==> src/rtl/core/arf_pkg.sv <==
// ============================================================================
// arf_pkg
// Shared types, codes and helpers of the AArch64 relocation fixup pipeline.
// ============================================================================
package arf_pkg;

   // ELF AArch64 relocation type numbers handled by the block.
   localparam logic [11:0] R_NONE                = 12'd0;
   localparam logic [11:0] R_ABS64               = 12'd257;
   localparam logic [11:0] R_ABS32               = 12'd258;
   localparam logic [11:0] R_ABS16               = 12'd259;
   localparam logic [11:0] R_PREL64              = 12'd260;
   localparam logic [11:0] R_PREL32              = 12'd261;
   localparam logic [11:0] R_PREL16              = 12'd262;
   localparam logic [11:0] R_LD_PREL_LO19        = 12'd273;
   localparam logic [11:0] R_ADR_PREL_LO21       = 12'd274;
   localparam logic [11:0] R_ADR_PREL_PG_HI21    = 12'd275;
   localparam logic [11:0] R_ADR_PREL_PG_HI21_NC = 12'd276;
   localparam logic [11:0] R_ADD_ABS_LO12_NC     = 12'd277;
   localparam logic [11:0] R_LDST8_ABS_LO12_NC   = 12'd278;
   localparam logic [11:0] R_TSTBR14             = 12'd279;
   localparam logic [11:0] R_CONDBR19            = 12'd280;
   localparam logic [11:0] R_JUMP26              = 12'd282;
   localparam logic [11:0] R_CALL26              = 12'd283;
   localparam logic [11:0] R_LDST16_ABS_LO12_NC  = 12'd284;
   localparam logic [11:0] R_LDST32_ABS_LO12_NC  = 12'd285;
   localparam logic [11:0] R_LDST64_ABS_LO12_NC  = 12'd286;
   localparam logic [11:0] R_LDST128_ABS_LO12_NC = 12'd299;
   localparam logic [11:0] R_ADR_GOT_PAGE        = 12'd311;
   localparam logic [11:0] R_LD64_GOT_LO12_NC    = 12'd312;
   localparam logic [11:0] R_TLSLE_ADD_HI12      = 12'd549;
   localparam logic [11:0] R_TLSLE_ADD_LO12_NC   = 12'd551;
   localparam logic [11:0] R_TLSDESC_ADR_PAGE21  = 12'd562;
   localparam logic [11:0] R_TLSDESC_LD64_LO12   = 12'd563;
   localparam logic [11:0] R_TLSDESC_ADD_LO12    = 12'd564;
   localparam logic [11:0] R_TLSDESC_CALL        = 12'd569;

   // Size of the thread control block placed ahead of the TLS area.
   localparam logic [15:0] TCB_BYTES = 16'd16;
   localparam logic [3:0]  TCB_LOG2  = 4'd4;

   // Operation classes after decode.
   typedef enum logic [4:0] {
      OP_NOP,
      OP_ABS64,
      OP_PREL64,
      OP_ABS32,
      OP_PREL32,
      OP_ABS16,
      OP_PREL16,
      OP_LD19,
      OP_ADR,
      OP_ADRP,
      OP_ADRP_NC,
      OP_LO12,
      OP_TST14,
      OP_BR26,
      OP_TLS_HI12,
      OP_TLS_LO12,
      OP_UNSUP
   } arf_op_type;

   typedef enum logic [1:0] {
      ST_OK    = 2'd0,
      ST_OVF   = 2'd1,
      ST_UNSUP = 2'd2,
      ST_PLT   = 2'd3
   } arf_status_type;

   typedef enum logic [1:0] {
      SW_NONE = 2'd0,
      SW_16   = 2'd1,
      SW_32   = 2'd2,
      SW_64   = 2'd3
   } arf_width_type;

   // Control that travels down the pipeline with each item.
   typedef struct packed {
      logic       valid;
      arf_op_type op;
      logic [2:0] lo_shift;
   } arf_ctl_type;

   // ADR/ADRP: immlo into bits 30:29, immhi into bits 23:5.
   function automatic logic [31:0] ins_adr(input logic [31:0] word,
                                           input logic [20:0] imm);
      return {word[31], imm[1:0], word[28:24], imm[20:2], word[4:0]};
   endfunction

   // Twelve-bit immediate in bits 21:10.
   function automatic logic [31:0] ins_imm12(input logic [31:0] word,
                                             input logic [11:0] imm);
      return {word[31:22], imm, word[9:0]};
   endfunction

   // Fourteen-bit branch offset in bits 18:5.
   function automatic logic [31:0] ins_imm14(input logic [31:0] word,
                                             input logic [13:0] imm);
      return {word[31:19], imm, word[4:0]};
   endfunction

   // Nineteen-bit offset in bits 23:5.
   function automatic logic [31:0] ins_imm19(input logic [31:0] word,
                                             input logic [18:0] imm);
      return {word[31:24], imm, word[4:0]};
   endfunction

   // Twenty-six-bit branch offset in bits 25:0.
   function automatic logic [31:0] ins_imm26(input logic [31:0] word,
                                             input logic [25:0] imm);
      return {word[31:26], imm};
   endfunction

endpackage

==> src/rtl/core/arf_decode.sv <==
// ============================================================================
// arf_decode
// First stage: decodes the type number, forms S+A and the TLS block offset.
// ============================================================================
module arf_decode
   import arf_pkg::*;
(
   input  logic        clock,
   input  logic        reset,
   input  logic        in_valid,
   input  logic [11:0] reloc_type,
   input  logic [63:0] symbol_value,
   input  logic [63:0] addend,
   input  logic [63:0] place_address,
   input  logic [31:0] old_word,
   input  logic [3:0]  tls_align_log2,
   output arf_ctl_type ctl_ff,
   output logic [63:0] sa_ff,
   output logic [63:0] place_ff,
   output logic [31:0] word_ff,
   output logic [15:0] tls_off_ff
);

   arf_ctl_type ctl_in;
   logic [15:0] tls_off_in;

   // Map the type number onto an operation class.
   always_comb begin
      ctl_in.valid    = in_valid;
      ctl_in.op       = OP_UNSUP;
      ctl_in.lo_shift = 3'd0;
      unique case (reloc_type)
         R_NONE, R_TLSDESC_CALL: ctl_in.op = OP_NOP;
         R_ABS64:                ctl_in.op = OP_ABS64;
         R_PREL64:               ctl_in.op = OP_PREL64;
         R_ABS32:                ctl_in.op = OP_ABS32;
         R_PREL32:               ctl_in.op = OP_PREL32;
         R_ABS16:                ctl_in.op = OP_ABS16;
         R_PREL16:               ctl_in.op = OP_PREL16;
         R_LD_PREL_LO19, R_CONDBR19: ctl_in.op = OP_LD19;
         R_ADR_PREL_LO21:        ctl_in.op = OP_ADR;
         R_ADR_PREL_PG_HI21, R_ADR_GOT_PAGE, R_TLSDESC_ADR_PAGE21:
            ctl_in.op = OP_ADRP;
         R_ADR_PREL_PG_HI21_NC:  ctl_in.op = OP_ADRP_NC;
         R_ADD_ABS_LO12_NC, R_LDST8_ABS_LO12_NC, R_TLSDESC_ADD_LO12: begin
            ctl_in.op       = OP_LO12;
            ctl_in.lo_shift = 3'd0;
         end
         R_LDST16_ABS_LO12_NC: begin
            ctl_in.op       = OP_LO12;
            ctl_in.lo_shift = 3'd1;
         end
         R_LDST32_ABS_LO12_NC: begin
            ctl_in.op       = OP_LO12;
            ctl_in.lo_shift = 3'd2;
         end
         R_LDST64_ABS_LO12_NC, R_LD64_GOT_LO12_NC, R_TLSDESC_LD64_LO12: begin
            ctl_in.op       = OP_LO12;
            ctl_in.lo_shift = 3'd3;
         end
         R_LDST128_ABS_LO12_NC: begin
            ctl_in.op       = OP_LO12;
            ctl_in.lo_shift = 3'd4;
         end
         R_TSTBR14:              ctl_in.op = OP_TST14;
         R_JUMP26, R_CALL26:     ctl_in.op = OP_BR26;
         R_TLSLE_ADD_HI12:       ctl_in.op = OP_TLS_HI12;
         R_TLSLE_ADD_LO12_NC:    ctl_in.op = OP_TLS_LO12;
         default:                ctl_in.op = OP_UNSUP;
      endcase
   end

   // The control block aligned up to the TLS alignment: 16 or the alignment.
   always_comb begin
      if (tls_align_log2 <= TCB_LOG2) begin
         tls_off_in = TCB_BYTES;
      end else begin
         tls_off_in = 16'd1 << tls_align_log2;
      end
   end

   // Stage registers.
   always_ff @(posedge clock) begin
      if (reset) begin
         ctl_ff.valid <= 1'b0;
      end else begin
         ctl_ff.valid <= ctl_in.valid;
      end
      ctl_ff.op       <= ctl_in.op;
      ctl_ff.lo_shift <= ctl_in.lo_shift;
      sa_ff           <= symbol_value + addend;
      place_ff        <= place_address;
      word_ff         <= old_word;
      tls_off_ff      <= tls_off_in;
   end

endmodule

==> src/rtl/core/arf_arith.sv <==
// ============================================================================
// arf_arith
// Second stage: PC-relative, page-relative and TLS offsets from S+A.
// ============================================================================
module arf_arith
   import arf_pkg::*;
(
   input  logic        clock,
   input  logic        reset,
   input  arf_ctl_type ctl_in_ff,
   input  logic [63:0] sa_in_ff,
   input  logic [63:0] place_in_ff,
   input  logic [31:0] word_in_ff,
   input  logic [15:0] tls_off_in_ff,
   output arf_ctl_type ctl_ff,
   output logic [63:0] sa_ff,
   output logic [63:0] prel_ff,
   output logic [63:0] page_ff,
   output logic [63:0] tls_ff,
   output logic [31:0] word_ff
);

   logic [51:0] page_hi;

   // Page difference works on the address bits above the 4 KiB offset.
   assign page_hi = sa_in_ff[63:12] - place_in_ff[63:12];

   always_ff @(posedge clock) begin
      if (reset) begin
         ctl_ff.valid <= 1'b0;
      end else begin
         ctl_ff.valid <= ctl_in_ff.valid;
      end
      ctl_ff.op       <= ctl_in_ff.op;
      ctl_ff.lo_shift <= ctl_in_ff.lo_shift;
      sa_ff           <= sa_in_ff;
      prel_ff         <= sa_in_ff - place_in_ff;
      page_ff         <= {page_hi, 12'd0};
      tls_ff          <= sa_in_ff + {48'd0, tls_off_in_ff};
      word_ff         <= word_in_ff;
   end

endmodule

==> src/rtl/core/arf_pack.sv <==
// ============================================================================
// arf_pack
// Third stage: range checks, immediate insertion and the result register.
// ============================================================================
module arf_pack
   import arf_pkg::*;
(
   input  logic        clock,
   input  logic        reset,
   input  arf_ctl_type ctl_in_ff,
   input  logic [63:0] sa_in_ff,
   input  logic [63:0] prel_in_ff,
   input  logic [63:0] page_in_ff,
   input  logic [63:0] tls_in_ff,
   input  logic [31:0] word_in_ff,
   output logic        valid_ff,
   output logic [63:0] value_ff,
   output logic [1:0]  width_ff,
   output logic [1:0]  status_ff
);

   logic           abs32_ok;
   logic           prel32_ok;
   logic           abs16_ok;
   logic           prel16_ok;
   logic           prel20_ok;
   logic           page32_ok;
   logic           prel15_ok;
   logic           prel27_ok;
   logic           tls24_ok;
   logic [11:0]    lo12_imm;
   logic [63:0]    value_in;
   arf_width_type  width_in;
   arf_status_type status_in;

   // Signed range checks: a value fits when the bits above the limit are
   // all copies of the sign, or all zero for an unsigned upper limit.
   assign abs32_ok  = (&sa_in_ff[63:31])   || (sa_in_ff[63:32] == 32'd0);
   assign prel32_ok = (&prel_in_ff[63:31]) || (prel_in_ff[63:32] == 32'd0);
   assign abs16_ok  = (&sa_in_ff[63:15])   || (sa_in_ff[63:16] == 48'd0);
   assign prel16_ok = (&prel_in_ff[63:15]) || (prel_in_ff[63:16] == 48'd0);
   assign prel20_ok = (&prel_in_ff[63:20]) || (prel_in_ff[63:20] == 44'd0);
   assign page32_ok = (&page_in_ff[63:32]) || (page_in_ff[63:32] == 32'd0);
   assign prel15_ok = (&prel_in_ff[63:15]) || (prel_in_ff[63:15] == 49'd0);
   assign prel27_ok = (&prel_in_ff[63:27]) || (prel_in_ff[63:27] == 37'd0);
   assign tls24_ok  = (tls_in_ff[63:24] == 40'd0);

   // Low twelve bits scaled down by the access size.
   assign lo12_imm = sa_in_ff[11:0] >> ctl_in_ff.lo_shift;

   // Result selection; any error leaves value and width at zero.
   always_comb begin
      value_in  = 64'd0;
      width_in  = SW_NONE;
      status_in = ST_OK;
      unique case (ctl_in_ff.op)
         OP_NOP: begin
         end
         OP_ABS64: begin
            value_in = sa_in_ff;
            width_in = SW_64;
         end
         OP_PREL64: begin
            value_in = prel_in_ff;
            width_in = SW_64;
         end
         OP_ABS32: begin
            if (abs32_ok) begin
               value_in = {32'd0, sa_in_ff[31:0]};
               width_in = SW_32;
            end else begin
               status_in = ST_OVF;
            end
         end
         OP_PREL32: begin
            if (prel32_ok) begin
               value_in = {32'd0, prel_in_ff[31:0]};
               width_in = SW_32;
            end else begin
               status_in = ST_OVF;
            end
         end
         OP_ABS16: begin
            if (abs16_ok) begin
               value_in = {48'd0, sa_in_ff[15:0]};
               width_in = SW_16;
            end else begin
               status_in = ST_OVF;
            end
         end
         OP_PREL16: begin
            if (prel16_ok) begin
               value_in = {48'd0, prel_in_ff[15:0]};
               width_in = SW_16;
            end else begin
               status_in = ST_OVF;
            end
         end
         OP_LD19: begin
            if (prel20_ok) begin
               value_in = {32'd0, ins_imm19(word_in_ff, prel_in_ff[20:2])};
               width_in = SW_32;
            end else begin
               status_in = ST_OVF;
            end
         end
         OP_ADR: begin
            if (prel20_ok) begin
               value_in = {32'd0, ins_adr(word_in_ff, prel_in_ff[20:0])};
               width_in = SW_32;
            end else begin
               status_in = ST_OVF;
            end
         end
         OP_ADRP: begin
            if (page32_ok) begin
               value_in = {32'd0, ins_adr(word_in_ff, page_in_ff[32:12])};
               width_in = SW_32;
            end else begin
               status_in = ST_OVF;
            end
         end
         OP_ADRP_NC: begin
            value_in = {32'd0, ins_adr(word_in_ff, page_in_ff[32:12])};
            width_in = SW_32;
         end
         OP_LO12: begin
            value_in = {32'd0, ins_imm12(word_in_ff, lo12_imm)};
            width_in = SW_32;
         end
         OP_TST14: begin
            if (prel15_ok) begin
               value_in = {32'd0, ins_imm14(word_in_ff, prel_in_ff[15:2])};
               width_in = SW_32;
            end else begin
               status_in = ST_OVF;
            end
         end
         OP_BR26: begin
            if (prel27_ok) begin
               value_in = {32'd0, ins_imm26(word_in_ff, prel_in_ff[27:2])};
               width_in = SW_32;
            end else begin
               status_in = ST_PLT;
            end
         end
         OP_TLS_HI12: begin
            if (tls24_ok) begin
               value_in = {32'd0, ins_imm12(word_in_ff, tls_in_ff[23:12])};
               width_in = SW_32;
            end else begin
               status_in = ST_OVF;
            end
         end
         OP_TLS_LO12: begin
            value_in = {32'd0, ins_imm12(word_in_ff, tls_in_ff[11:0])};
            width_in = SW_32;
         end
         default: begin
            status_in = ST_UNSUP;
         end
      endcase
   end

   // Result register.
   always_ff @(posedge clock) begin
      if (reset) begin
         valid_ff <= 1'b0;
      end else begin
         valid_ff <= ctl_in_ff.valid;
      end
      value_ff  <= value_in;
      width_ff  <= width_in;
      status_ff <= status_in;
   end

endmodule

==> src/rtl/core/arm64_relocation_fixup_top.sv <==
// ============================================================================
// arm64_relocation_fixup_top
// AArch64 RELA relocation fixup: one relocation entry in, one patch out.
// ============================================================================
// Usage:
//   An item is a relocation entry (type, S, A, P and the old word at P).
//   It is taken at a rising edge with start high and busy low. busy is
//   always low, so a new item may be offered in every cycle.
//   Each item gives exactly one result at the end of the pipeline:
//   rsp_valid is high for one cycle with rsp_patched_value,
//   rsp_store_width and rsp_status. Results leave in the order of entry.
//   Throughput is one item per cycle; each item passes through the
//   decode/add, offset and check/insert register stages in that order.
//   The receiver cannot stall, so results are never held back.
//   csr_we with csr_wdata writes the TLS alignment (log2); it must only be
//   changed while no item is in flight.
//   Synchronous reset empties the pipeline and sets the alignment to zero.
// ============================================================================
module arm64_relocation_fixup_top
   import arf_pkg::*;
(
   input  logic        clock,
   input  logic        reset,
   input  logic        start,
   output logic        busy,
   input  logic [11:0] req_reloc_type,
   input  logic [63:0] req_symbol_value,
   input  logic [63:0] req_addend,
   input  logic [63:0] req_place_address,
   input  logic [31:0] req_old_word,
   output logic        rsp_valid,
   output logic [63:0] rsp_patched_value,
   output logic [1:0]  rsp_store_width,
   output logic [1:0]  rsp_status,
   input  logic        csr_we,
   input  logic [3:0]  csr_wdata
);

   logic [3:0]  tls_align_log2_ff;
   arf_ctl_type s1_ctl;
   logic [63:0] s1_sa;
   logic [63:0] s1_place;
   logic [31:0] s1_word;
   logic [15:0] s1_tls_off;
   arf_ctl_type s2_ctl;
   logic [63:0] s2_sa;
   logic [63:0] s2_prel;
   logic [63:0] s2_page;
   logic [63:0] s2_tls;
   logic [31:0] s2_word;

   // The pipeline never stalls.
   assign busy = 1'b0;

   // TLS alignment register.
   always_ff @(posedge clock) begin
      if (reset) begin
         tls_align_log2_ff <= 4'd0;
      end else if (csr_we) begin
         tls_align_log2_ff <= csr_wdata;
      end
   end

   arf_decode u_decode (
      .clock          (clock),
      .reset          (reset),
      .in_valid       (start & ~busy),
      .reloc_type     (req_reloc_type),
      .symbol_value   (req_symbol_value),
      .addend         (req_addend),
      .place_address  (req_place_address),
      .old_word       (req_old_word),
      .tls_align_log2 (tls_align_log2_ff),
      .ctl_ff         (s1_ctl),
      .sa_ff          (s1_sa),
      .place_ff       (s1_place),
      .word_ff        (s1_word),
      .tls_off_ff     (s1_tls_off)
   );

   arf_arith u_arith (
      .clock         (clock),
      .reset         (reset),
      .ctl_in_ff     (s1_ctl),
      .sa_in_ff      (s1_sa),
      .place_in_ff   (s1_place),
      .word_in_ff    (s1_word),
      .tls_off_in_ff (s1_tls_off),
      .ctl_ff        (s2_ctl),
      .sa_ff         (s2_sa),
      .prel_ff       (s2_prel),
      .page_ff       (s2_page),
      .tls_ff        (s2_tls),
      .word_ff       (s2_word)
   );

   arf_pack u_pack (
      .clock      (clock),
      .reset      (reset),
      .ctl_in_ff  (s2_ctl),
      .sa_in_ff   (s2_sa),
      .prel_in_ff (s2_prel),
      .page_in_ff (s2_page),
      .tls_in_ff  (s2_tls),
      .word_in_ff (s2_word),
      .valid_ff   (rsp_valid),
      .value_ff   (rsp_patched_value),
      .width_ff   (rsp_store_width),
      .status_ff  (rsp_status)
   );

   // A result only appears for an item that start offered at the input.
   a_rsp_follows_start: assert property (@(posedge clock) disable iff (reset)
      rsp_valid |-> $past(start, 3))
      else $error("result without a matching item");

   // Every item taken leaves the pipeline as one result.
   a_start_gives_rsp: assert property (@(posedge clock) disable iff (reset)
      (start && !busy) |-> ##3 (rsp_valid || $past(reset, 1) || $past(reset, 2)))
      else $error("item lost in the pipeline");

   // An error status carries no store.
   a_error_no_store: assert property (@(posedge clock) disable iff (reset)
      (rsp_valid && rsp_status != ST_OK) |->
         (rsp_patched_value == 64'd0 && rsp_store_width == SW_NONE))
      else $error("store reported with an error status");

   // Narrow stores keep the unused upper bits clear.
   a_narrow_clear: assert property (@(posedge clock) disable iff (reset)
      (rsp_valid && (rsp_store_width == SW_16 || rsp_store_width == SW_32)) |->
         (rsp_patched_value[63:32] == 32'd0))
      else $error("narrow store with upper bits set");

endmodule
==> config.mk <==
export PLATFORM = sky130hd
export DESIGN_NAME = arm64_relocation_fixup_top
export DESIGN_NICKNAME = d
export VERILOG_FILES = /design/src/rtl/core/arf_pkg.sv /design/src/rtl/core/arf_decode.sv /design/src/rtl/core/arf_arith.sv /design/src/rtl/core/arf_pack.sv /design/src/rtl/core/arm64_relocation_fixup_top.sv
export SDC_FILE = /design/constraint.sdc
export NUM_CORES = 1
export LEC_CHECK = 0
export BUFFER_PORTS_ARGS = -buffer_cell sky130_fd_sc_hd__buf_2
export CAP_MARGIN = 20
export CORE_UTILIZATION = 40
export CTS_CLUSTER_DIAMETER = 120
export DETAILED_ROUTE_END_ITERATION = 8
export PLACE_DENSITY_LB_ADDON = 0.15
export RECOVER_POWER = 25
export SLEW_MARGIN = 20
export SYNTH_ARGS = -nofsm -noshare
export SYNTH_HDL_FRONTEND = slang
export SYNTH_SLANG_ARGS = --single-unit
==> constraint.sdc <==
create_clock -name clock -period 5 [get_ports clock]
set_input_delay 0.25 -clock clock [delete_from_list [all_inputs] [get_ports clock]]
set_output_delay 0.25 -clock clock [all_outputs]
set_load 0.005 [all_outputs]
Word level (Yosys, flattened, before mapping)
Index checks and enable logic that the tools add are counted.
- register bits: 543
- bits in latches: 0
- memory bits (writable): 0
- memory bits (read-only): 0
- input bits: 244
- output and inout port bits: 70
- logic and storage cells: 139
- memories: 0
- $add $sub $neg: 4
- multipliers: 0
- div/mod/pow operators: 0
- $lt $le $gt $ge: 1
- eq/ne operators: 43
- shifts and indexed selects: 2
- mux-type cells: 33
- bitwise gates (word level): 0
- reductions and logical operators: 36
- operators with widths (kind ; number):
    $pmux 64 s15 ; 1
    $eq 12x9->1 const B ; 22
    $mux 32 ; 8
    $reduce_and 49->1 ; 2
    $logic_not 32->1 ; 3
    $logic_not 48->1 ; 2
    $pmux 5 s16 ; 1
    $eq 12x10->1 const B ; 6
    $reduce_and 33->1 ; 2
    $add 64x16->64 ; 1
    $add 64x64->64 ; 1
    $sub 64x64->64 ; 1
    $sub 52x52->52 ; 1
    $logic_not 49->1 ; 1
    $logic_not 44->1 ; 1
    $reduce_and 44->1 ; 1
    $eq 5x4->1 const B ; 8
    $logic_not 40->1 ; 1
    $logic_not 37->1 ; 1
    $reduce_and 37->1 ; 1
    $mux 16 ; 2
    $reduce_and 32->1 ; 1
    $pmux 2 s11 ; 1
    $eq 5x3->1 const B ; 4
    other kinds (16) ; 46

Longest topological paths before layout
Gate-level depths: netlist of run 1.
- word-level depth: 4
- gate-level depth with buffers: 14
- depth with buffers taken out: 13

Modules after synthesis
A second synthesis of run 1 with hierarchy kept.
- cells, all modules: 2784
- area, all modules: 25470.7 um2
- modules (own cells, without submodules) (module ; instances ; cells an instance ; area each (um2) ; sequential area each (um2)):
    arf_arith ; 1 ; 1405 ; 12793.5 ; 5705.5
    arf_decode ; 1 ; 859 ; 8109.0 ; 3703.6
    arf_pack ; 1 ; 505 ; 4416.7 ; 1381.3
    arm64_relocation_fixup_top ; 1 ; 15 ; 151.4 ; 80.1

Worst setup path after synthesis of run 1
Ideal clock, no wire load.
- path kind: register to register
- start: register u_decode.sa_ff[0]
- end: register u_arith.tls_ff[20]
- setup time: 0.120 ns
- data arrival time: 2.845 ns
- required time: 4.880 ns
- path slack: 2.035 ns
- cell stages (with the launch flop): 12
- buffers on the path: 0
- clock period less this slack: 2.965 ns
- path through: dfxtp_1 -> ha_1 -> fa_1 -> a21o_1 -> a21oi_1 -> o21ai_0 -> a211oi_1 -> a21oi_1 -> a211o_1 -> a21oi_1 -> and3b_1 -> xor2_1
- word-level cells in the longest chain between the ends: 1
- ends and longest elaborated chain (what ; RTL line ; text):
    from (decl) ; arf_decode.sv:18 ; output logic [63:0] sa_ff,
    from (signal assigned) ; arf_decode.sv:91 ; sa_ff <= symbol_value + addend;
    $add 64x16->64 ; arf_arith.sv:39 ; tls_ff <= sa_in_ff + {48'd0, tls_off_in_ff};
    to (signal assigned) ; arf_arith.sv:39 ;
    to (decl) ; arf_arith.sv:19 ; output logic [63:0] tls_ff,
Every way passes these cells.
A chain may end at the register's enable or synchronous reset.

Final worst setup path of run 1
- start: register u_decode.sa_ff[0]
- end: register u_arith.tls_ff[62]
The elaborated chain is that of the path after synthesis.

==> summary.txt, run 1 <==
run status: finished with violations
failing checks: DRC
clk_lat worst skew: 620 ps
ant diodes: 0
FILL cells: 5,723
drt pass-1 iters: 9
Initial Utilization: 40.8%
adder-cell area share of the yosys netlist: 7.71%
placeable core area: 0.0595 mm²
CTS H-tree depth: 2
residual DRC count: 3
PwrDens: 472 mW/mm²
largest net degree at the start of global routing: 46
Max VDD drop: 0.289 mV
Sink Count: 525
fin crit period: 3900 ps
hold crit path type: in2reg
GRT overflow: 0
post-synthesis mux area share: 0.887%
clock-pin slew on the worst setup and hold paths: 60 ps
GP Congestion: 0.988
Iter 0 DRT Violations: 1,643
setup tns final: 0 ps
chip width: 248 µm
vias after detailed routing: 21,500
number of global-route vias before repair: 20,700
Pins Over Slew Limit: 0
Crit Path Max Fanout: 11
FF/Latch Area: 0.0105 mm²
fin nets: 3,450
Synth Flop Type: dfxtp_1
Wirelength per Cell: 21.4 µm
flops & latches, synth: 525
area grow syn2layout: 21.1%
Seq/Total Area, Yosys: 43.3%
CP Cell Sequence: ha_1, fa_1, a21o_1, a21oi_1, o21ai_0, a211oi_1, a21oi_1, a21oi_1, o21ai_0, nand3_1, nor4_1, xor2_1
maximum clock rate: 257 MHz
Slew HR: 26.7%
MaxCap Viol Count: 0
Die H: 248 µm
share of cells above drive strength 1: 13.4%
first-pass GRT wire length: 122,000 µm
Simple-Gate Fraction of Synth Area: 15.9%
fin crit share: 78.0%
Yosys cell types: 76
Die ar.: 0.0616 mm²
post-synthesis xor/xnor area fraction: 8.66%
Crit. End Element: flop
synthesized instance count: 2,682
crit-path most repeated cell: a21oi_1
FFs w/ async S/R, synth: 0%
CP Class: reg2reg
Post-DRT Antenna Nets: 0
Ports: 314
Ys Warns: 0
Setup violations, final: 0
CP max-delay cell: o21ai_0
worst path required time: 5470 ps
crit-path max cell delay: 690 ps
via/cell ratio: 5.56
critical path arrival: 4370 ps
Pleak: 12.8 nW
Tot GR Track Use: 26.2%
Hold Fails Final Rpt: 0
complex-gate fraction of the synthesized area: 19.7%
multi-input logic area: 0.0128 mm²
syn_area_per_cell: 9.05 µm²
# rows: 89
Clock Tree Buf Depth: 3
TritonCTS Buffers: 55
main combinational cell family by area after synthesis: compound AO/OA/AOI/OAI gates
Mapped Area: 0.0243 mm²
Detailed Route WL: 83,000 µm
PortBufs: 303
Worst Skew: 34.5 ps
Post-synth EDFFs: 0
CTS tree: done
Root Driver: clkbuf_16
initial antenna violation count: 1
worst-margin pin slew: 1090 ps
RSZ-0062 raised after global routing: false
Final HPWL DP: 67,500 µm
startpoint types: flop
overall power: 13.9 mW
-- flip-flops by register name, summed over array words and instances (netlist names), 23 cells and up --
register / flops
u_decode.sa_ff: 64
u_arith.prel_ff: 64
u_arith.word_ff: 23
u_arith.page_ff: 52
u_decode.word_ff: 23
u_arith.tls_ff: 64
u_decode.place_ff: 64
u_pack.value_ff: 64
u_arith.sa_ff: 64
-- report_power, final --
group / internal, mW / total, mW / switching, mW / leakage [nW]
sequential: 5.14 / 6.14 / 1.00 / 4.39
combinational: 1.32 / 3.46 / 2.14 / 7.50
clock: 2.53 / 4.26 / 1.73 / 0.942
total: 8.99 / 13.9 / 4.88 / 12.8
-- cells in the final DEF (no fill, tap or decap), types with 11 or more instances in the layout --
cell             n
mux2i_1         17
clkinv_2        13
nand3_1         76
clkbuf_16       56
nor4_1          60
nand2_1        216
nand2b_1        22
a221oi_1        13
clkbuf_1        25
inv_1          137
xor2_1          88
nor3_1          50
nor2_1         163
a21o_1          80
o21a_1          23
o21ai_0        135
nand4_1         84
a31oi_1         21
xnor2_1        152
a22oi_1         21
and3_1          24
a21boi_0        11
buf_2          283
ha_1           143
nor2b_1         21
dfxtp_1        525
o21bai_1        47
a221o_1         27
a222oi_1        22
a21oi_1        225
dlygate4sd3_1  106
a22o_1          38
or3_1           16
-- path summary, 6_finish.rpt --
check / from / endpoint / slack [ps] / depth (start not counted)
worst min register to register: u_decode.word_ff[26] / u_arith.word_ff[26] / 320 / 0
worst max register to register: u_decode.sa_ff[0] / u_arith.tls_ff[62] / 1100 / 12
worst max-delay path: u_decode.sa_ff[0] / u_arith.tls_ff[62] / 1100 / 12
worst min-delay path: req_symbol_value[2] / u_decode.sa_ff[2] / 20 / 3
-- synthesized netlist by cell type, drive strengths merged, types with 22 or more instances --
cell,number,area (µm²)
xor2,88,771
nand3,77,390
a22o,38,333
o21a,23,173
nor4,63,400
o21bai,47,353
nand2b,22,138
nand4,86,551
clkbuf,91,342
ha,143,1790
inv,137,514
nor2,163,612
and3,24,150
a21o,80,601
nand2,216,811
dfxtp,525,10500
nor3,52,270
a21oi,225,1130
a221o,27,270
xnor2,152,1330
o21ai,137,686
a222oi,22,220
-- per-layer routing --
layer | GRT usage [%] | share of wire (%)
met4 | 7.48 | 2.5
met3 | 5.05 | 7.2
met1 | 36.9 | 47
met2 | 40.6 | 44
met5 | 0 | 0
-- timing repair --
action / 4_1_cts / 5_1_grt
hold endpoints to repair: 99 / 0
hold buffers: 106 / 0
buffers inserted: 0 / 0
resized for setup: 0 / 0
-- cells by family after synthesis --
group | after synthesis
AO/OA/AOI/OAI | 729
XOR/XNOR | 240
adder cells (fa/ha/maj) | 147
buffers and inverters | 240
flip-flops | 525
multiplexers | 21
other | 1
AND/OR/NAND/NOR | 779
-- per-stage QoR --
stage	util [%]	cells	setup slack [ps]	hold slack (ps)	instance area [µm²]
2_1_floorplan	-	2686	2040	278	24300
3_3_place_gp	44.4	3668	1300	314	26400
3_5_place_dp	44.4	3668	1180	312	26400
4_1_cts	49.4	3875	1170	1.45	29400
5_1_grt	49.4	3876	849	35.6	29400
6_report	49.4	3876	1100	21.5	29400
-- area by class of cell --
class / count / area share, %
clock buffers: 68 / 5.16
clock inverters: 33 / 1.37
inverters: 137 / 1.75
multi-input cells: 1921 / 43.7
flip-flops and latches: 525 / 35.8
well taps: 773 / 3.29
repair buffers: 419 / 8.93
-- critical path: cells and delay by family (launching register included) --
family / cells / cell delay, ps
xor gates and xnor gates: 1 / 110
AOI/OAI and AO/OA: 7 / 1770
adders and majority gates: 2 / 430
DFF: 1 / 420
and+or+nand+nor: 2 / 1020
No activity file was read; power rests on OpenSTA's default activity.
==> inputs of run 2 (changes only) <==
- ABC_AREA: not set -> 1
- clock period: 5 -> 4 ns (I/O delays scaled with it)
==> summary.txt, run 2 <==
post-CTS setup buffer count: 0
post-layout util: 48.8%
Die H: 278 µm
setup tns final: 0 ps
GR Util met2: 53.1%
Pleak: 18.4 nW
share of power burned in registers: 41.2%
clk_lat worst skew: 630 ps
most common cell after layout, fill and taps aside: nand2_1
most frequent cells in the layout: nand2_1 (1,439), nor2_1 (647), inv_1 (612), dfxtp_1 (525), nand3_1 (459)
largest cells by area after synthesis: dfxtp_1 (34%), nand2_1 (18%), nor2_1 (8.0%)
adder-cell area share of the yosys netlist: 6.11%
Area after DPL: 0.0333 mm²
commonest cells in the netlist: nand2_1 (1,439), nor2_1 (648), inv_1 (612), dfxtp_1 (525), nand3_1 (459)
PwrDens: 499 mW/mm²
CP max-delay cell: clkbuf_1
fin crit share: 73.1%
Max VDD drop: 0.374 mV
met1 usage: 41.3%
Pins Over Slew Limit: 0
most frequent cell after synthesis: nand2_1
critical path arrival: 3410 ps
Wirelength per Cell: 19.8 µm
Hold Fails Final Rpt: 0
Yosys cell types: 52
Net Sw Frac: 38.5%
Worst Hold Path EP: u_decode.sa_ff[4]
Iter 0 DRT Violations: 2,804
TritonCTS Buffers: 59
CTS tree: done
Setup violations, final: 0
CTS H-tree depth: 2
placeable core area: 0.0758 mm²
fin crit period: 2920 ps
Clock power frac: 30.8%
post-synthesis mux area share: 0%
complex-gate fraction of the synthesized area: 8.60%
Ports: 314
Clock Tree Buf Depth: 3
CP Class: reg2reg
RSZ-0062 raised after global routing: false
Slew HR: 29.7%
internal power: 11.4 mW
Crit. End Element: flop
grt peak-use layer: met2
Mapped Area: 0.0306 mm²
Crit Path Max Fanout: 8
P_sw: 7.12 mW
Bufs and invs on worst path: 1
CTS resizes: 0
FF-to-FF path depth: 10
# rows: 101
drt pass-1 iters: 8
Root Driver: clkbuf_16
Post-synth EDFFs: 0
worst path required time: 4490 ps
GR Layer Usage met3: 4.02%
crit-path max cell delay: 490 ps
GRT overflow: 0
Worst path top cell family by delay: compound AO/OA/AOI/OAI gates
Sink Count: 525
Ys Warns: 0
Comb pwr share: 28.1%
overall power: 18.5 mW
first-pass GRT wire length: 185,000 µm
FFs w/ async S/R, synth: 0%
share of cells above drive strength 1: 8.97%
HP Start: req_addend[4]
post-synthesis xor/xnor area fraction: 4.61%
reg2reg end: u_arith.prel_ff[56]
worst hold stages: 3
Post-DRT Antenna Nets: 0
crit-path most repeated cell: nand2_1
CP Cell Sequence: clkbuf_1, ha_1, a21oi_1, o21ai_0, a21oi_1, nand2_1, a21oi_1, nand2_1, nand2_1, nand2_1
Synth Flop Type: dfxtp_1
GP Congestion: 1.02
Initial Utilization: 40.3%
Setup WS post-layout: 1080 ps
R2R setup slack: 1080 ps
area grow syn2layout: 21.1%
Final HPWL DP: 103,000 µm
PortBufs: 303
via/cell ratio: 5.14
fin nets: 5,660
Worst Skew: 26.3 ps
Simple-Gate Fraction of Synth Area: 37.6%
synthesized instance count: 4,751
Die ar.: 0.0775 mm²
chip width: 278 µm
clock-pin slew on the worst setup and hold paths: 60 ps
Synth top area share: 34.4%
MaxCap Viol Count: 0
Crit Reg-Reg Startpoint: u_decode.sa_ff[35]
residual DRC count: 0
run status: complete, no violations
post-route cell area: 0.0370 mm²
Post-Place Setup Slack: 1130 ps
Detailed Route WL: 125,000 µm
Seq/Total Area, Yosys: 34.4%
Yosys top cell by area: dfxtp_1
worst-margin pin slew: 1050 ps
maximum clock rate: 342 MHz
largest net degree at the start of global routing: 42
Tot GR Track Use: 31.6%
initial antenna violation count: 11
hold crit path type: in2reg
syn_area_per_cell: 6.43 µm²
vias after detailed routing: 32,400
startpoint types: flop
flops & latches, synth: 525
main combinational cell family by area after synthesis: simple AND/OR/NAND/NOR gates
number of global-route vias before repair: 30,900
run 2: what timing repair did:
action	in CTS	in global routing
hold buffers	171	0
setup endpoints to repair	0	0
endpoints found under the hold margin	130	0
run 2: kinds of logic (layout without fill, tap and decap cells):
logic type | after synthesis | count (layout)
AO/OA/AOI/OAI | 476 | 476
XOR/XNOR | 161 | 161
adder cells (fa/ha/maj) | 147 | 147
buffers and inverters | 686 | 1248
flip-flops | 525 | 525
other | 1 | 7
AND/OR/NAND/NOR | 2755 | 2755
run 2: tightest hold or removal path, cell delays in order:
cell and delay [ps]:
buf_2 90, ha_1 220, xor2_1 90
run 2: routing by layer:
layer / wire length, µm / vias up
li1: - / 16200
met4: 4820 / 4
met3: 8650 / 238
met1: 54100 / 14700
met2: 57300 / 1251
met5: 27 / -
run 2: worst max path at each step:
stage / startpoint / endpoint / slack (ps) / cells after the start
final: u_decode.sa_ff[35] / u_arith.prel_ff[56] / 1080 / 10
after CTS: u_decode.sa_ff[12] / u_arith.page_ff[60] / 1120 / 11
after global placement: u_arith.prel_ff[24] / u_pack.value_ff[13] / 1220 / 11
after floorplan: u_decode.sa_ff[12] / u_arith.page_ff[44] / 1960 / 10
after global routing: u_decode.sa_ff[35] / u_arith.prel_ff[56] / 900 / 10
after detailed placement: u_decode.sa_ff[12] / u_arith.page_ff[60] / 1130 / 11
run 2: power groups by stage:
stage	combinational (mW)	sequential (mW)	clock (mW)
finish	5.19	7.60	5.68
global route	5.70	7.68	6.00
CTS	5.11	7.55	5.77
detailed placement	4.94	7.66	0
global placement	4.93	7.65	0
floorplan	3.13	7.08	0
run 2: area by class of cell:
cell class                      instances  area [µm²]
Antenna cell                            2        5.00
Clock buffer                           74        1620
Clock inverter                         35         418
Fill cell                            7863       38800
Inverter                              621        2330
Multi-Input combinational cell       3544       17400
Sequential cell                       525       10500
Tap cell                              978        1220
Timing Repair Buffer                  518        3510
run 2: stage by stage:
step,hold WS [ps],instances
2_1_floorplan,228,4755
3_3_place_gp,302,6015
3_5_place_dp,304,6015
4_1_cts,0.199,6295
5_1_grt,32.3,6295
6_report,25.6,6297
==> inputs of run 3 (changes only) <==
- ABC_AREA: 1 -> 0
- clock period: 4 -> 2.66 ns (I/O delays scaled with it)
==> summary.txt, run 3 (same netlist as run 1, synthesis figures left out) <==
run status: finished with violations
failing checks: setup timing
Pins Over Slew Limit: 0
worst path required time: 3140 ps
first-pass GRT wire length: 141,000 µm
Max VDD drop: 0.508 mV
clk_lat worst skew: 610 ps
Clock Tree Buf Depth: 3
RSZ-0062 raised after global routing: true
vias after detailed routing: 24,500
Root Driver: clkbuf_16
TritonCTS Buffers: 54
placeable core area: 0.0595 mm²
placed insts: 4,245
fin crit share: 105%
hold crit path type: in2reg
Crit. End Element: flop
Wirelength per Cell: 21.5 µm
largest net degree at the start of global routing: 33
Die ar.: 0.0616 mm²
Detailed Route WL: 97,300 µm
Hold Fails Final Rpt: 0
# rows: 89
critical path arrival: 3270 ps
residual DRC count: 0
CTS H-tree depth: 2
setup tns final: -2130 ps
worst-margin pin slew: 872 ps
Sink Count: 525
Slew HR: 41.9%
Crit Path Max Fanout: 5
Worst Skew: 25.0 ps
chip width: 248 µm
fin crit period: 2790 ps
clock-pin slew on the worst setup and hold paths: 70 ps
number of global-route vias before repair: 23,900
MaxCap Viol Count: 0
Ports: 314
PortBufs: 303
Pleak: 16.3 nW
Setup WS post-layout: -127 ps
GRT overflow: 0
most frequent cells in the layout: buf_4 (595), dfxtp_1 (480), buf_2 (283), nand2_1 (202), a21oi_1 (181)
fin nets: 4,091
Post-DRT Antenna Nets: 0
Initial Utilization: 40.8%
initial antenna violation count: 2
area grow syn2layout: 47.4%
share of cells above drive strength 1: 34.1%
Iter 0 DRT Violations: 1,844
Final HPWL DP: 79,300 µm
GP Congestion: 0.982
Finished Layout Cells: 4,518
CP Class: reg2reg
maximum clock rate: 359 MHz
most common cell after layout, fill and taps aside: buf_4
Die H: 248 µm
CTS tree: done
via/cell ratio: 5.41
drt pass-1 iters: 7
Setup violations, final: 34
startpoint types: flop
PwrDens: 835 mW/mm²
Tot GR Track Use: 30.5%
## run 3: critical path, cell delays in order, from the launching register on
cell	delay (ps)
dfxtp_2	330
buf_6	120
ha_4	160
fa_2	330
a21o_1	170
a21oi_2	170
o21ai_2	100
a211oi_2	250
a21oi_2	100
buf_4	160
a21oi_4	160
o21ai_4	100
nand3_4	140
clkbuf_16	180
nor2_2	50
xor2_1	140
## run 3: cell type report
class,instances,area (µm²)
Clock buffer,73,1520
Multi-Input combinational cell,1921,14100
Tap cell,773,967
Timing Repair Buffer,1061,7720
Inverter,137,514
Antenna cell,2,5.00
Sequential cell,525,10600
Clock inverter,26,307
Fill cell,5256,23700
## run 3: layer usage
layer  part of all wire [%]  wire length (µm)  vias to the layer above  GRT usage [%]
met3                    6.8              6590                      111           3.61
met5                  0.011                11                        -              0
met1                     48             46400                    11700           45.2
met2                     43             42300                      915           46.8
met4                    2.1              2000                        2           7.14
li1                       -                 -                    11700              -
## run 3: timing repair
item	in CTS	in global routing
setup buffers	19	22
endpoints found under the setup margin	140	151
pin swaps	44	104
endpoints found under the hold margin	121	0
resized for setup	118	260
hold buffers	134	0
gates cloned	1	1
## run 3: final timing paths
check / startpoint / endpoint / slack (ps) / cells past startpoint
worst max-delay path: u_decode.sa_ff[0] / u_arith.tls_ff[50] / -130 / 15
worst min-delay path: req_symbol_value[46] / u_decode.sa_ff[46] / 6 / 3
worst max register to register: u_decode.sa_ff[0] / u_arith.tls_ff[50] / -130 / 15
worst min register to register: u_decode.word_ff[23] / u_arith.word_ff[23] / 310 / 0
## run 3: per-stage QoR
stage	hold slack, ps	area, µm²	setup slack (ps)	util, %	power, mW
finish	6.21	35700	-127	60.1	29.9
global placement	235	30900	-611	52.0	20.6
global route	18.5	35700	-229	60.1	31.0
CTS	0.175	34600	-149	58.2	29.0
detailed placement	237	30900	-594	52.0	20.6
floorplan	161	24300	1.75	-	15.0
## run 3: where the power goes
group          switching (mW)  internal (mW)
Combinational            5.38           5.00
Clock                    3.25           4.60
Sequential               1.88           9.76
Total                    10.5           19.4
